$ cat src/hdl/rcrs_pkg.sv
// Shared constants, types and ring distance functions for the ring route selector.
package rcrs_pkg;

    localparam int MAX_CHIPLETS = 32;
    localparam int MAX_GATEWAYS = 8;
    localparam int NODE_W       = 6;
    localparam int DIST_W       = $clog2(MAX_CHIPLETS);
    localparam int GCNT_W       = 4;
    localparam int LIST_W       = 48;
    localparam int CFG_IDX_W    = 2;

    typedef logic [NODE_W-1:0] t_node;
    typedef logic [DIST_W-1:0] t_dist;

    localparam t_node ROUTE_HOST = t_node'(0);
    localparam t_node ROUTE_CCW  = t_node'(1);
    localparam t_node ROUTE_CW   = t_node'(2);

    typedef enum logic [CFG_IDX_W-1:0] {
        CFG_CHIPLET_COUNT = 2'd0,
        CFG_GATEWAY_COUNT = 2'd1,
        CFG_GATEWAY_LIST  = 2'd2
    } t_cfg_reg;

    // gateway candidate in the minimum search
    typedef struct packed {
        logic  have;
        t_dist hops;
        t_node id;
    } t_cand;

    // result of the gateway scan
    typedef struct packed {
        logic  have;
        logic  is_gw;
        t_node id;
    } t_gw_pick;

    // per-word control carried alongside the gateway scan
    typedef struct packed {
        logic  ok;
        logic  host;
        logic  from_host;
        t_node src;
        t_node n;
        t_node pair_dir;
    } t_ctl;

    // clockwise hop count from a to b on a ring of n
    function automatic t_dist ring_cw(input t_node a, input t_node b, input t_node n);
        logic [NODE_W:0] t;
        if (b >= a) begin
            t = {1'b0, b} - {1'b0, a};
        end else begin
            t = {1'b0, b} + {1'b0, n} - {1'b0, a};
        end
        return t[DIST_W-1:0];
    endfunction

    // direction from chiplet a to chiplet b, tie goes clockwise
    function automatic t_node ring_dir(input t_node a, input t_node b, input t_node n);
        t_dist           cw;
        logic [NODE_W:0] two_cw;
        cw     = ring_cw(a, b, n);
        two_cw = (NODE_W+1)'(cw) << 1;
        if (n == t_node'(2)) begin
            return (a == t_node'(1)) ? ROUTE_CW : ROUTE_CCW;
        end
        return (two_cw <= {1'b0, n}) ? ROUTE_CW : ROUTE_CCW;
    endfunction

endpackage

$ cat src/hdl/rcrs_gw_pick.sv
// Four-stage gateway scan: ring distance per entry, then a registered minimum tree.
module rcrs_gw_pick (
    input  logic                     i_clk,
    input  logic                     i_en,
    input  rcrs_pkg::t_node          i_chip,
    input  rcrs_pkg::t_node          i_n,
    input  logic [rcrs_pkg::GCNT_W-1:0] i_gc,
    input  logic [rcrs_pkg::LIST_W-1:0] i_list,
    output rcrs_pkg::t_gw_pick       o_pick
);

    logic             r1_vld [rcrs_pkg::MAX_GATEWAYS];
    rcrs_pkg::t_dist  r1_cw  [rcrs_pkg::MAX_GATEWAYS];
    rcrs_pkg::t_node  r1_id  [rcrs_pkg::MAX_GATEWAYS];
    rcrs_pkg::t_node  r1_n;

    rcrs_pkg::t_cand  r2_cand  [rcrs_pkg::MAX_GATEWAYS];
    logic [rcrs_pkg::MAX_GATEWAYS-1:0] r2_match;

    rcrs_pkg::t_cand  r3_cand [2];
    logic             r3_gw;

    rcrs_pkg::t_cand  n_l1 [4];
    rcrs_pkg::t_cand  n_l2 [2];
    rcrs_pkg::t_cand  n_best;

    // earlier entry wins unless the later one is strictly nearer
    function automatic rcrs_pkg::t_cand pick(input rcrs_pkg::t_cand a,
                                             input rcrs_pkg::t_cand b);
        if (a.have && (!b.have || a.hops <= b.hops)) begin
            return a;
        end
        return b;
    endfunction

    always_ff @(posedge i_clk) begin
        if (i_en) begin
            r1_n <= i_n;
            for (int i = 0; i < rcrs_pkg::MAX_GATEWAYS; i++) begin
                r1_id[i]  <= i_list[i*rcrs_pkg::NODE_W +: rcrs_pkg::NODE_W];
                r1_vld[i] <= (rcrs_pkg::GCNT_W'(i) < i_gc)
                          && (i_list[i*rcrs_pkg::NODE_W +: rcrs_pkg::NODE_W]
                              != rcrs_pkg::t_node'(0))
                          && (i_list[i*rcrs_pkg::NODE_W +: rcrs_pkg::NODE_W] <= i_n);
                r1_cw[i]  <= rcrs_pkg::ring_cw(
                                 i_list[i*rcrs_pkg::NODE_W +: rcrs_pkg::NODE_W],
                                 i_chip, i_n);
            end
        end
    end

    always_ff @(posedge i_clk) begin
        if (i_en) begin
            for (int i = 0; i < rcrs_pkg::MAX_GATEWAYS; i++) begin
                r2_cand[i].have <= r1_vld[i];
                r2_cand[i].id   <= r1_id[i];
                if (((rcrs_pkg::NODE_W+1)'(r1_cw[i]) << 1) <= {1'b0, r1_n}) begin
                    r2_cand[i].hops <= r1_cw[i];
                end else begin
                    r2_cand[i].hops <= rcrs_pkg::DIST_W'(r1_n - rcrs_pkg::NODE_W'(r1_cw[i]));
                end
                r2_match[i] <= r1_vld[i] && (r1_cw[i] == rcrs_pkg::t_dist'(0));
            end
        end
    end

    always_comb begin
        for (int j = 0; j < 4; j++) begin
            n_l1[j] = pick(r2_cand[2*j], r2_cand[2*j+1]);
        end
        for (int k = 0; k < 2; k++) begin
            n_l2[k] = pick(n_l1[2*k], n_l1[2*k+1]);
        end
        n_best = pick(r3_cand[0], r3_cand[1]);
    end

    always_ff @(posedge i_clk) begin
        if (i_en) begin
            r3_cand[0]   <= n_l2[0];
            r3_cand[1]   <= n_l2[1];
            r3_gw        <= |r2_match;
            o_pick.have  <= n_best.have;
            o_pick.id    <= n_best.id;
            o_pick.is_gw <= r3_gw;
        end
    end

endmodule

$ cat src/hdl/ring_chiplet_route_select.sv
// Top level: ring route selector with config registers and a five-stage pipeline.
//
//  channel | direction | handshake                 | payload
//  --------+-----------+---------------------------+-------------------------------
//  query   | in        | i_in_valid / o_in_stall   | i_source_node, i_dest_node
//  route   | out       | o_out_valid / i_out_stall | o_route_found, o_route_value
//  config  | in        | i_cfg_valid / o_cfg_ready | i_cfg_index, i_cfg_data
//
//  One word per cycle while the result is not stalled.
//  Five register stages: distance, fold, two tree levels, last tree level, route.
//  A stalled result freezes every stage; i_out_stall reaches o_in_stall directly.
//  Synchronous active-low reset clears stage valids, gateway count and list.
module ring_chiplet_route_select (
    input  logic                        i_clk,
    input  logic                        i_rst_n,
    input  logic                        i_in_valid,
    output logic                        o_in_stall,
    input  rcrs_pkg::t_node             i_source_node,
    input  rcrs_pkg::t_node             i_dest_node,
    output logic                        o_out_valid,
    input  logic                        i_out_stall,
    output logic                        o_route_found,
    output rcrs_pkg::t_node             o_route_value,
    input  logic                        i_cfg_valid,
    output logic                        o_cfg_ready,
    input  logic [rcrs_pkg::CFG_IDX_W-1:0] i_cfg_index,
    input  logic [rcrs_pkg::LIST_W-1:0] i_cfg_data
);

    localparam int STAGES = 4;

    logic [rcrs_pkg::NODE_W-1:0] r_chiplet_count;
    logic [rcrs_pkg::GCNT_W-1:0] r_gateway_count;
    logic [rcrs_pkg::LIST_W-1:0] r_gateway_list;

    logic                        en;
    rcrs_pkg::t_node             n_n;
    logic [rcrs_pkg::GCNT_W-1:0] n_gc;
    rcrs_pkg::t_node             n_chip;
    rcrs_pkg::t_ctl              n_ctl;

    logic                        r_vld [STAGES];
    rcrs_pkg::t_ctl              r_ctl [STAGES];
    rcrs_pkg::t_gw_pick          pick;

    logic                        n_found;
    rcrs_pkg::t_node             n_value;

    assign o_cfg_ready = 1'b1;
    assign en          = !(o_out_valid && i_out_stall);
    assign o_in_stall  = !en;

    always_ff @(posedge i_clk) begin
        if (!i_rst_n) begin
            r_chiplet_count <= rcrs_pkg::t_node'(2);
            r_gateway_count <= '0;
            r_gateway_list  <= '0;
        end else if (i_cfg_valid && o_cfg_ready) begin
            unique case (i_cfg_index)
                rcrs_pkg::CFG_CHIPLET_COUNT: begin
                    r_chiplet_count <= i_cfg_data[rcrs_pkg::NODE_W-1:0];
                end
                rcrs_pkg::CFG_GATEWAY_COUNT: begin
                    r_gateway_count <= i_cfg_data[rcrs_pkg::GCNT_W-1:0];
                end
                rcrs_pkg::CFG_GATEWAY_LIST: begin
                    r_gateway_list <= i_cfg_data;
                end
                default: begin
                end
            endcase
        end
    end

    always_comb begin
        n_n  = (r_chiplet_count > rcrs_pkg::t_node'(rcrs_pkg::MAX_CHIPLETS))
             ? rcrs_pkg::t_node'(rcrs_pkg::MAX_CHIPLETS) : r_chiplet_count;
        n_gc = (r_gateway_count > rcrs_pkg::GCNT_W'(rcrs_pkg::MAX_GATEWAYS))
             ? rcrs_pkg::GCNT_W'(rcrs_pkg::MAX_GATEWAYS) : r_gateway_count;
        n_ctl.from_host = (i_source_node == rcrs_pkg::t_node'(0));
        n_ctl.host      = n_ctl.from_host || (i_dest_node == rcrs_pkg::t_node'(0));
        n_ctl.ok        = (i_source_node != i_dest_node)
                       && (i_source_node <= n_n) && (i_dest_node <= n_n);
        n_ctl.src       = i_source_node;
        n_ctl.n         = n_n;
        n_ctl.pair_dir  = rcrs_pkg::ring_dir(i_source_node, i_dest_node, n_n);
        n_chip          = n_ctl.from_host ? i_dest_node : i_source_node;
    end

    always_ff @(posedge i_clk) begin
        if (!i_rst_n) begin
            for (int s = 0; s < STAGES; s++) begin
                r_vld[s] <= 1'b0;
            end
            o_out_valid <= 1'b0;
        end else if (en) begin
            r_vld[0] <= i_in_valid;
            for (int s = 1; s < STAGES; s++) begin
                r_vld[s] <= r_vld[s-1];
            end
            o_out_valid <= r_vld[STAGES-1];
        end
    end

    always_ff @(posedge i_clk) begin
        if (en) begin
            r_ctl[0] <= n_ctl;
            for (int s = 1; s < STAGES; s++) begin
                r_ctl[s] <= r_ctl[s-1];
            end
            o_route_found <= n_found;
            o_route_value <= n_value;
        end
    end

    rcrs_gw_pick u_gw_pick (
        .i_clk  (i_clk),
        .i_en   (en),
        .i_chip (n_chip),
        .i_n    (n_n),
        .i_gc   (n_gc),
        .i_list (r_gateway_list),
        .o_pick (pick)
    );

    always_comb begin
        n_found = 1'b0;
        n_value = rcrs_pkg::ROUTE_HOST;
        if (r_ctl[STAGES-1].ok) begin
            if (!r_ctl[STAGES-1].host) begin
                n_found = 1'b1;
                n_value = r_ctl[STAGES-1].pair_dir;
            end else if (pick.have) begin
                n_found = 1'b1;
                if (r_ctl[STAGES-1].from_host) begin
                    n_value = pick.id;
                end else if (pick.is_gw) begin
                    n_value = rcrs_pkg::ROUTE_HOST;
                end else begin
                    n_value = rcrs_pkg::ring_dir(r_ctl[STAGES-1].src, pick.id,
                                                 r_ctl[STAGES-1].n);
                end
            end
        end
    end

endmodule

$ cat config.mk
export PLATFORM = sky130hd
export DESIGN_NAME = ring_chiplet_route_select
export DESIGN_NICKNAME = d
export VERILOG_FILES = /design/src/hdl/rcrs_pkg.sv /design/src/hdl/rcrs_gw_pick.sv /design/src/hdl/ring_chiplet_route_select.sv
export SDC_FILE = /design/constraint.sdc
export NUM_CORES = 1
export LEC_CHECK = 0
export ABC_AREA = 1
export BUFFER_PORTS_ARGS = -buffer_cell sky130_fd_sc_hd__buf_4
export CAP_MARGIN = 10
export CORE_AREA = 2 2 225 227
export DETAILED_ROUTE_END_ITERATION = 10
export DIE_AREA = 0 0 227 229
export GPL_TIMING_DRIVEN = 0
export PLACE_DENSITY_LB_ADDON = 0.25
export SYNTH_ARGS = -nofsm -noshare
export SYNTH_HDL_FRONTEND = slang
export SYNTH_SLANG_ARGS = --single-unit
$ cat constraint.sdc
create_clock -name i_clk -period 10.8 [get_ports i_clk]
set_clock_uncertainty 0.05 [all_clocks]
set_input_delay 1.08 -clock i_clk [delete_from_list [all_inputs] [get_ports i_clk]]
set_output_delay 1.08 -clock i_clk [all_outputs]
set_load 0.05 [all_outputs]
==> results of run 1 <==
## cell usage after synthesis (27+ instances only)
master,n,area [sq um]
nand2_1,357,1340
inv_1,318,1190
edfxtp_1,309,9280
ha_1,283,3540
o21ai_0,202,1010
a21oi_1,179,896
nand3_1,116,581
nor2_1,82,308
dfxtp_1,62,1240
xor2_1,44,385
nand3b_1,42,315
nand4_1,40,250
xnor2_1,28,245
fa_1,27,541
## power breakdown
group / switching [mW] / leakage, nW / internal [mW] / total [mW]
Sequential: 0.169 / 4.04 / 1.88 / 2.05
Clock: 0.553 / 0.624 / 0.823 / 1.38
Combinational: 1.02 / 6.58 / 0.675 / 1.70
Total: 1.75 / 11.2 / 3.38 / 5.13
## through the flow
step                utilization  setup TNS, ns
floorplan                     -              0
global placement          0.473         -71.16
detailed placement        0.476              0
CTS                       0.503              0
global route              0.503              0
finish                    0.503              0
## registers in the layout, summed over array words and instances (netlist names), 4 cells and up
name and cells:
u_gw_pick.r1_id 48, u_gw_pick.r2_cand 96, o_route_value 6, u_gw_pick.r1_vld 8, u_gw_pick.r1_n 5, r_ctl 63, u_gw_pick.r2_match 8, u_gw_pick.r1_cw 40
u_gw_pick.o_pick 8, r_gateway_list 48, u_gw_pick.r3_cand 24, r_chiplet_count 6, r_vld 4, r_gateway_count 4
## worst register-to-register path, stage by stage, from the launching register on
cell     delay [ns]
dfxtp_1        0.70
o21ai_0        0.18
nand2_1        0.65
inv_1          0.22
ha_1           0.41
a21oi_1        0.16
nand2_1        0.07
xnor2_1        0.70
o21ai_0        0.27
ha_1           0.40
nand2_1        0.07
o21ai_0        0.22
xor2_1         0.22
nand3_1        0.11
nand2_1        0.11
inv_1          0.05
## final cells by class
type,count,area (sq um),share of cell area
tap,672,841,0.0337
multi-input combinational,1508,10200,0.410
clock inverter,20,236,0.00947
buffer,36,156,0.00627
clock buffer,51,1070,0.0430
timing repair buffer,80,701,0.0281
sequential,371,10500,0.421
inverter,321,1210,0.0484
## routing by layer
layer | vias to the layer above | track usage
met5 | - | 0
met4 | 0 | 0.0950
met3 | 140 | 0.0275
met2 | 491 | 0.325
met1 | 7553 | 0.283
li1 | 8031 | -
## placed cells by master (no fill, tap or decap), types with 4 or more instances in the layout
cell type	count
nand3_2	8
fa_1	27
and2_1	10
a31oi_1	5
nor2_1	81
clkbuf_1	30
nand3b_1	42
buf_2	14
o21bai_1	4
a21oi_1	179
o31ai_1	7
buf_4	76
buf_16	5
edfxtp_1	309
inv_1	318
o211ai_1	7
nand4_1	40
bufinv_16	5
nor3_1	20
o21ai_0	202
xnor2_1	28
nor2_2	4
nand3_1	116
ha_1	283
clkbuf_16	41
nand2_1	355
xor2_1	44
o21ai_1	4
clkinv_1	7
dfxtp_1	62
## worst max path at each step
stage	end	slack, ns	depth (start not counted)
floorplan	u_gw_pick.r2_cand[0][30]	1.24	6
global placement	o_in_stall	-2.14	4
detailed placement	u_gw_pick.r1_cw[0][9]	5.28	16
CTS	u_gw_pick.r1_cw[0][9]	5.84	16
global route	u_gw_pick.r1_cw[0][4]	5.54	16
finish	u_gw_pick.r1_cw[0][9]	5.78	16
## cell families after synthesis
kind of cell | after synthesis | share of synthesized area
compound gates | 430 | 0.103
flops | 371 | 0.476
mux | 2 | 0.000906
buf+inv | 357 | 0.0617
fa+ha+maj | 310 | 0.185
xor+xnor | 72 | 0.0285
other cells | 1 | 0.000170
simple gates | 693 | 0.145
==> metrics, run 1 <==
status finished clean; pwr dens 205 nW/um^2; Pleak roughly 11 nW; WHS around 0.36 ns; unrepaired setup endpoints after global routing no; root buffer cell clkbuf_16; Crit path arrival time around 5.3 ns; Post CTS Setup Buffer Count 0; Initial Util 0.445; # setup viols final 0; DRT Wirelength roughly 53000 microns; Crit. Startpoint i_source_node[2]; worst slack, placed approximately 5.3 ns; fin cells approximately 3000; vias in the first global route roughly 16000; RR Endpoint u_gw_pick.r1_cw[0][9]; largest net degree at the start of global routing 75; H-tree level count 2; gpl congestion slightly above 0.9; Initial DRC Count 1270; headroom to the max-slew limit 0.216; layout cells sized above 1 0.0771; Inst Count DP between 2000 and 3000; Die Y roughly 230 microns; Slew Limit Fails 0; CP max-delay cell o21ai_2; Pwr Total between 5 and 6 mW; Post-Place Cell Area around 24000 sq um; clk sinks between 300 and 400; Mapped Avg Cell Area ~10 sq um; # IOs 77; Synthesized Nets approximately 2600; Die Area 52000 sq um; CTS tree built; Max IR drop VDD roughly 0.00012 V; Worst R2R Start r_chiplet_count[5]; cts hold-fix bufs 0; reg2reg path depth 15; Post-Syn Area 22100 sq um; FP Rows 82; Core Area 49700 sq um; Initial DRT Pass Iterations 6; M1 wire length between 20000 and 25000 microns; worst hold endpoint r_ctl[3][1]; Vias approximately 16000; Final Cycle Share 0.465; critical path cell sequence buf_4 > nor2_2 > nand3_4 > o21ai_2 > ha_1 > a21oi_1 > nand2_1 > xnor2_1 > o21ai_0 > ha_1 > nand2_1 > o21ai_0 > xor2_1 > nand3_1 > nand2_1 > inv_1; initial antenna violation count 0; Horiz. Die Dim around 230 microns; post-synthesis sequential area ratio 0.476; routed wl met3 just over 3000 microns; Worst-Skew Late Latency between 0.5 and 0.6 ns; startpoint types input port; max_cap viols 0; ys flop type edfxtp_1; async set-reset flop share out of synthesis 0; Hold Crit Class reg -> reg; worst hold path cell count 0; Final min period 5.02 ns; min-delay src r_ctl[2][1]; # nets final between 2000 and 3000; top routing layer in use met4; worst path bufs/invs 2; Post-synth EDFFs around 310; post-cts sizing count 0; WP data required between 10 and 15 ns; ANT cells 0; HPWL Detailed about 42000 microns; Max Root-Sink Buffers 3; Largest delay share family, worst path compound AO/OA/AOI/OAI gates; reg2reg setup slack approximately 5.9 ns; ANT nets after route 0; worst slew pin tran between 1 and 1.5 ns; post-DR wirelength/cell ~17 microns; fmax roughly 200 MHz; CTS Buf Count 39; Worst Path Max Fanout 17; library cells used by synthesis about 50; first-pass GRT wire length roughly 83000 microns; GRT overflow 0; Worst-path clk slew 0.06 ns; Final Hold Viols 0; critical path class in -> reg; Fill cells about 4600; PortBufs between 70 and 80; DR vias/cell between 5 and 6; Worst setup EP type flip-flop; met2 wire length 23700 microns; Seq cells post-synth approximately 370; Warnings, synthesis 0; synthesis-to-finish area growth 13.0%; most frequent CP cell nand2_1; overall fraction of global-route tracks in use 0.206; Setup WS post-layout just under 6 ns; # DRC 0; Post-Syn Instances approximately 2200; final instance area approximately 25000 sq um; slowest stage delay, CP 0.87 ns
No activity file was read; power rests on OpenSTA's default activity.
==> inputs of run 2 (changes only) <==
Clock period 10.8 ns to 5 ns, I/O delays scaled along.
==> metrics, run 2 (synthesized netlist as in run 1, its figures left out) <==
status finished clean; min-delay src i_source_node[4]; # IOs 77; Top reg by flops u_gw_pick.r2_cand; Final min period 4.63 ns; critical path class reg -> reg; # setup viols final 0; WHS roughly 0.13 ns; power share of the clock group 0.273; max_cap viols 0; Initial DRT Pass Iterations 5; # nets final roughly 2700; GRT overflow 0; clk sinks 371; post-DR wirelength/cell between 15 and 20 microns; Die Y ~230 microns; Vias between 15000 and 20000; largest net degree at the start of global routing ~140; initial antenna violation count 0; ANT nets after route 0; Fill cells between 4000 and 5000; Max Root-Sink Buffers 3; commonest non-fill, non-tap cell in the layout nand2_1; Power Internal roughly 7.3 mW; root buffer cell clkbuf_16; Worst-Skew Late Latency 0.54 ns; Psw approximately 3.9 mW; worst slack, placed -0.000976 ns; worst hold endpoint r_ctl[0][16]; WP data required 5.24 ns; pwr dens ~450 nW/um^2; # DRC 0; Pleak ~11 nW; PortBufs 75; unrepaired setup endpoints after global routing no; most frequent cells in the layout nand2_1 (354), inv_1 (318), edfxtp_1 (309), ha_1 (283), o21ai_0 (202); Horiz. Die Dim between 200 and 250 microns; layout cells sized above 1 0.0824; largest registers u_gw_pick.r2_cand (96), r_ctl (63); Slew Limit Fails 0; gpl congestion approximately 0.9; first-pass GRT wire length around 84000 microns; Crit path arrival time roughly 4.9 ns; DR vias/cell ~5.3; Worst setup EP type flip-flop; synthesis-to-finish area growth 13.0%; worst hold path cell count 1; headroom to the max-slew limit 0.228; H-tree level count 2; sw frac 0.347; Setup WS post-layout approximately 0.37 ns; Core Area 49700 sq um; Post CTS Setup Buffer Count 0; startpoint types flip-flop; Hold Crit Class in -> reg; HPWL Detailed approximately 41000 microns; fmax ~220 MHz; reg2reg setup slack approximately 0.37 ns; ANT cells 0; Seq pwr share 0.397; Initial DRC Count between 1000 and 1500; CTS Buf Count a little over 40; Pwr Total about 11 mW; DRT Wirelength approximately 53000 microns; Max IR drop VDD ~0.00024 V; worst slew pin tran about 1.2 ns; overall fraction of global-route tracks in use 0.208; max reg flops 96; Final Cycle Share 0.925; Worst-path clk slew around 0.06 ns; FP Rows 82; Initial Util 0.445; Final Hold Viols 0; Worst R2R Start r_chiplet_count[5]; vias in the first global route between 15000 and 20000; Logic pwr share 0.329; RR Endpoint r_ctl[0][1]; Worst Path Max Fanout 14; CTS tree built; reg2reg path depth 15; Die Area 52000 sq um
[run 2: per-layer routing]
layer,wire [microns],part of all wire,GRT usage,vias to the layer above
met1,24200,0.46,0.290,7578
met5,0,0,0,-
li1,-,-,-,8023
met2,23800,0.45,0.331,484
met3,3010,0.057,0.0239,128
met4,2110,0.040,0.0825,0
[run 2: how the worst max path moves through the flow]
| stage | startpoint | end | cells past startpoint |
|---|---|---|---|
| 2_1_floorplan | o_out_valid | u_gw_pick.r2_cand[0][30] | 6 |
| 3_3_place_gp | i_out_stall | u_gw_pick.r2_cand[0][33] | 7 |
| 3_5_place_dp | i_source_node[2] | u_gw_pick.r1_cw[0][9] | 16 |
| 4_1_cts | r_chiplet_count[5] | u_gw_pick.r1_cw[0][9] | 15 |
| 5_1_grt | r_chiplet_count[5] | r_ctl[0][1] | 15 |
| 6_report | r_chiplet_count[5] | r_ctl[0][1] | 15 |
[run 2: timing repair]
item,CTS,global route
hold buffers,0,0
resized for setup,0,1
setup endpoints to repair,0,1
[run 2: metrics by stage]
step	instance area, sq um	setup TNS [ns]	utilization	cells
finish	25000	0	0.503	3062
global route	25000	0	0.503	3062
CTS	25000	0	0.503	3062
detailed placement	23600	-0.000976	0.475	2986
global placement	23500	-1.68	0.473	2983
floorplan	22100	0	-	2236
[run 2: layout make-up]
type                       count  area [sq um]  area share
clock inverter                30           284      0.0114
multi-input combinational   1508         10200       0.410
timing repair buffer          78           646      0.0258
inverter                     321          1210      0.0483
sequential                   371         10500       0.421
tap                          672           841      0.0337
buffer                        36           156     0.00626
clock buffer                  46          1090      0.0435
[run 2: critical path, cell delays in order, from the launching register on]
cell and delay [ns]:
dfxtp_1 0.66, nor2_1 0.26, inv_1 0.65, fa_1 0.59, fa_1 0.47, o21ai_0 0.22, xor2_1 0.19, o21ai_0 0.11
ha_1 0.31, nand2_1 0.07, nor2_1 0.15, nand2_1 0.08, nand4_1 0.09, a21oi_1 0.08, a21oi_1 0.31, inv_1 0.07
[run 2: power groups by stage]
stage,Combinational [mW],Sequential [mW],Clock [mW]
after global placement,3.45,4.48,0
after global routing,4.26,4.50,3.22
after detailed placement,3.65,4.49,0
after CTS,3.67,4.43,3.12
final,3.67,4.43,3.05
after floorplan,2.75,4.35,0
